`src/rcfb_pkg.sv`:
```
package rcfb_pkg;

    typedef logic [31:0] pixel_t;
    typedef logic [7:0]  chan_t;

    localparam chan_t ALPHA_MAX = 8'd255;

endpackage

```
`src/rcfb_blend.sv`:
```
module rcfb_blend (
    input  logic             clk,
    input  logic             rst_n,
    input  logic             start,
    input  rcfb_pkg::pixel_t src,
    input  rcfb_pkg::pixel_t dst,
    output logic             done,
    output rcfb_pkg::pixel_t pix
);

    localparam logic [1:0] LAST_CH = 2'd3;

    logic             active_reg;
    logic             active_next;
    logic [1:0]       cnt_reg;
    logic [1:0]       cnt_next;
    logic             done_reg;
    logic             done_next;
    rcfb_pkg::pixel_t src_reg;
    rcfb_pkg::pixel_t dst_reg;
    rcfb_pkg::pixel_t pix_reg;
    logic [15:0]      sum_reg;
    logic [15:0]      sum_next;
    logic [23:0]      acc_reg;
    logic [23:0]      merged;

    rcfb_pkg::chan_t alpha;
    rcfb_pkg::chan_t inv_alpha;
    rcfb_pkg::chan_t s_ch;
    rcfb_pkg::chan_t d_ch;
    logic [15:0]     prod_s;
    logic [15:0]     prod_d;
    logic [15:0]     quot_tmp;

    // One colour channel is multiplied per cycle; the quotient by 255 of the
    // previous channel is formed in the same cycle from the registered sum.
    always_comb
    begin
        alpha     = src_reg[31:24];
        inv_alpha = rcfb_pkg::ALPHA_MAX - alpha;
        s_ch      = src_reg[{cnt_reg, 3'b000} +: 8];
        d_ch      = dst_reg[{cnt_reg, 3'b000} +: 8];
        prod_s    = s_ch * alpha;
        prod_d    = d_ch * inv_alpha;
        sum_next  = prod_s + prod_d;
        quot_tmp  = sum_reg + 16'd1 + (sum_reg >> 8);
        merged    = {quot_tmp[15:8], acc_reg[23:8]};
    end

    always_comb
    begin
        active_next = active_reg;
        cnt_next    = cnt_reg;
        done_next   = active_reg && (cnt_reg == LAST_CH);
        if (start)
        begin
            active_next = 1'b1;
            cnt_next    = '0;
        end
        else if (active_reg)
        begin
            cnt_next = cnt_reg + 2'd1;
            if (cnt_reg == LAST_CH)
            begin
                active_next = 1'b0;
            end
        end
    end

    always_ff @(posedge clk or negedge rst_n)
    begin
        if (!rst_n)
        begin
            active_reg <= 1'b0;
            cnt_reg    <= '0;
            done_reg   <= 1'b0;
        end
        else
        begin
            active_reg <= active_next;
            cnt_reg    <= cnt_next;
            done_reg   <= done_next;
        end
    end

    always_ff @(posedge clk)
    begin
        if (start)
        begin
            src_reg <= src;
            dst_reg <= dst;
        end
        if (active_reg)
        begin
            sum_reg <= sum_next;
            if (cnt_reg != 2'd0)
            begin
                acc_reg <= merged;
            end
            if (cnt_reg == LAST_CH)
            begin
                priority if (alpha == rcfb_pkg::ALPHA_MAX)
                begin
                    pix_reg <= src_reg;
                end
                else if (alpha == 8'd0)
                begin
                    pix_reg <= dst_reg;
                end
                else
                begin
                    pix_reg <= {rcfb_pkg::ALPHA_MAX, merged};
                end
            end
        end
    end

    assign done = done_reg;
    assign pix  = pix_reg;

endmodule

```
`config.mk`:
```
export PLATFORM = sky130hd
export DESIGN_NAME = rcfb_blend
export DESIGN_NICKNAME = d
export VERILOG_FILES = /design/src/rcfb_pkg.sv /design/src/rcfb_blend.sv
export SDC_FILE = /design/constraint.sdc
export NUM_CORES = 1
export LEC_CHECK = 0
export BUFFER_PORTS_ARGS = -buffer_cell sky130_fd_sc_hd__buf_2
export CAP_MARGIN = 20
export CELL_PAD_IN_SITES_DETAIL_PLACEMENT = 0
export CELL_PAD_IN_SITES_GLOBAL_PLACEMENT = 2
export CORE_ASPECT_RATIO = 1.75
export CORE_MARGIN = 5
export CORE_UTILIZATION = 41
export DETAILED_ROUTE_END_ITERATION = 8
export GPL_ROUTABILITY_DRIVEN = 0
export PLACE_DENSITY_LB_ADDON = 0.08
export RECOVER_POWER = 100
export SKIP_CTS_REPAIR_TIMING = 1
export SYNTH_ARGS = -nofsm -noshare
export SYNTH_HDL_FRONTEND = slang
export SYNTH_SLANG_ARGS = --single-unit
```
`constraint.sdc`:
```
create_clock -name clk -period 7.2 [get_ports clk]
set_clock_uncertainty 0.1 [all_clocks]
set_input_delay 0 -clock clk [delete_from_list [all_inputs] [get_ports clk]]
set_output_delay 0 -clock clk [all_outputs]
set_load 0.05 [all_outputs]
```
==> out/metrics.cfg <==
[yosys]
synth_nets=1072
synth_flop_cell=edfxtp_1
yosys_warnings=0
ys_seq_area_share_pct=40.50
synth.avg_cell_area_sq_um=11.62
yosys-top-cells-area=edfxtp_1, fa_1, ha_1, inv_1, mux2i_1
syn_inst=838
synth.distinct_cells=51
ys_ff_latch=132
synth_edf_count=128
async_flop_share_pct=3.030
yosys.area.top_type=edfxtp_1
synth_area_sq_um=9738
synth_top_area_share_pct=39.47

[sta]
max_clock_freq_ghz=0.1479
worstMarginPinSlew_ps=3798
slew_violations=138
post-route-period-util_pct=93.91
finalSetupViolCount=0
relSlewSlack_pct=-153.2
setup_tns_ps=0
rsz0062_at_grt=false
hold_violations=0
layout_min_cycle_time_ps=6761

[floorplanning]
dieWidth_um=126.5
coreArea_sq_um=23430
start_util_pct=41.57
ioPinCount=100
chipHeight_um=213.9
num_rows=74
die-area_sq_um=27060

[drt]
drt_iter0_drc=424
vias=6773
wl_per_cell_um=20.37
drt_first_pass_iters=5
finalWirelength_um=27180
drc=0
viasPerCell=5.077
ant_nets=0

[final_layout]
final_cell_mix=inv_1, edfxtp_1, fa_1, ha_1, nand2_1
mostFrequentLayoutCell=inv_1
nFillCells=2120
area_delta_synth_final_pct=21.14
layout-drive-gt1-share_pct=13.91
layout.nets=1249

[global_routing]
globalRouteOverflowTotal=0
grt_pass1_vias=7164
grt_pass1_wl_um=40810
track_usage_pct=20.33
grt_max_degree=68
antenna_found_initial=0

[clocking]
numCtsBuffers=17
clock-sinks=132
htree_levels=4
clkSlewWorstSetupHoldPaths_ps=60
root_buffer=clkbuf_16
clock_latency_ps=430
cts_tree=built
ctsLongestPathBuffers=2

[setup_path]
r2r-start=cnt_reg[0]
ff2ff_setup_slack_ps=440
path_cells=buf_4, buf_4, mux4_2, and2_1, fa_1, inv_1, fa_1, inv_1, fa_1, fa_1, fa_1, inv_1, fa_1, inv_1, ha_1, and2_0, and3_1, a2111oi_4, o21ai_0, a21oi_1, xnor2_1
crit_slowest_cell=mux4_2
critical-path-max-stage-delay_ps=630
cp.arrival_ps=6830
startpoint_type=register
setup.worst_path.end_class=register
critPathRequiredTime_ps=7260
reg2reg_depth=21
worst_path_most_repeated_cell=fa_1
timing.rr.end=sum_reg[15]
worstPathMaxFanout=17
setup.worst_path.end=sum_reg[15]
startpoint=cnt_reg[0]
critical_path_class=reg2reg

[hold_path]
min_path_type=in2reg

[status]
outcome=finished with violations
violations=max-capacitance violations, max-slew violations

[place]
io_buffer_count=99
dp_hpwl_um=21070

[run]
cap_violations=3

## cell usage after synthesis, types with 13 or more instances
| cell | n |
|---|---|
| inv_1 | 141 |
| edfxtp_1 | 128 |
| fa_1 | 96 |
| ha_1 | 71 |
| nand2_1 | 67 |
| nor2_1 | 67 |
| and2_1 | 39 |
| o21ai_0 | 30 |
| mux2i_1 | 27 |
| or2_2 | 18 |
| a21oi_1 | 15 |
| buf_2 | 13 |
| clkbuf_1 | 13 |
| xnor2_1 | 13 |
## logic make-up (layout without fill, tap and decap cells)
group | after synthesis | after routing | share of synthesized area, %
AOI/OAI and AO/OA | 84 | 84 | 5.640
xor gates and xnor gates | 20 | 20 | 1.799
adders and majority gates | 167 | 167 | 28.86
buffers and inverters | 170 | 360 | 6.835
DFF | 132 | 132 | 40.50
muxes | 43 | 43 | 5.551
other | 1 | 3 | 0.03851
and+or+nand+nor | 221 | 221 | 10.78
## critical path: cells and delay by family, from the launching register on
family | cells | cell delay (ps)
AOI/OAI and AO/OA | 3 | 710
xor gates and xnor gates | 1 | 80
adders and majority gates | 7 | 3290
buffers and inverters | 6 | 680
DFF | 1 | 340
muxes | 1 | 630
and+or+nand+nor | 3 | 660
## per-layer routing
layer / wire length [um] / global-route usage, % / vias to the layer above
met4: 1440 / 11.66 / 0
met2: 14910 / 37.34 / 192
met3: 1013 / 3.465 / 45
met1: 9812 / 21.88 / 3407
met5: 0 / 0 / -
li1: - / - / 3129
## worst min-delay path by stage
stage,start,to,slack [ps],cells past startpoint
2_1_floorplan,rst_n,active_reg,-400,0
3_3_place_gp,rst_n,done,-280,1
3_5_place_dp,rst_n,done,-280,1
4_1_cts,rst_n,done,-750,1
5_1_grt,src[19],src_reg[19],170,2
6_report,src[19],src_reg[19],180,2
## cell type report
| class | instances | area, sq um | share of cell area, % |
|---|---|---|---|
| clock inverter | 12 | 131.4 | 1.114 |
| sequential | 132 | 3944 | 33.43 |
| clock buffer | 20 | 436.7 | 3.702 |
| multi-input combinational | 536 | 5121 | 43.41 |
| antenna | 2 | 5.005 | 0.04243 |
| timing repair buffer | 187 | 1249 | 10.59 |
| tap | 304 | 380.4 | 3.224 |
| inverter | 141 | 529.3 | 4.487 |
## metrics by stage
stage	instances	util, %	hold slack (ps)	setup slack (ps)	instance area (sq um)
floorplan	838	-	-395.6	762.1	9738
global placement	1234	45.44	-277.5	488.1	10650
detailed placement	1234	45.44	-276.0	413.8	10650
CTS	1266	47.87	-747.4	394.6	11210
global route	1332	50.34	172.3	97.58	11790
finish	1334	50.36	181.5	438.5	11800
Power is not shown: default switching activity piles up to over one toggle a cycle in this logic, so the estimate is an artifact.
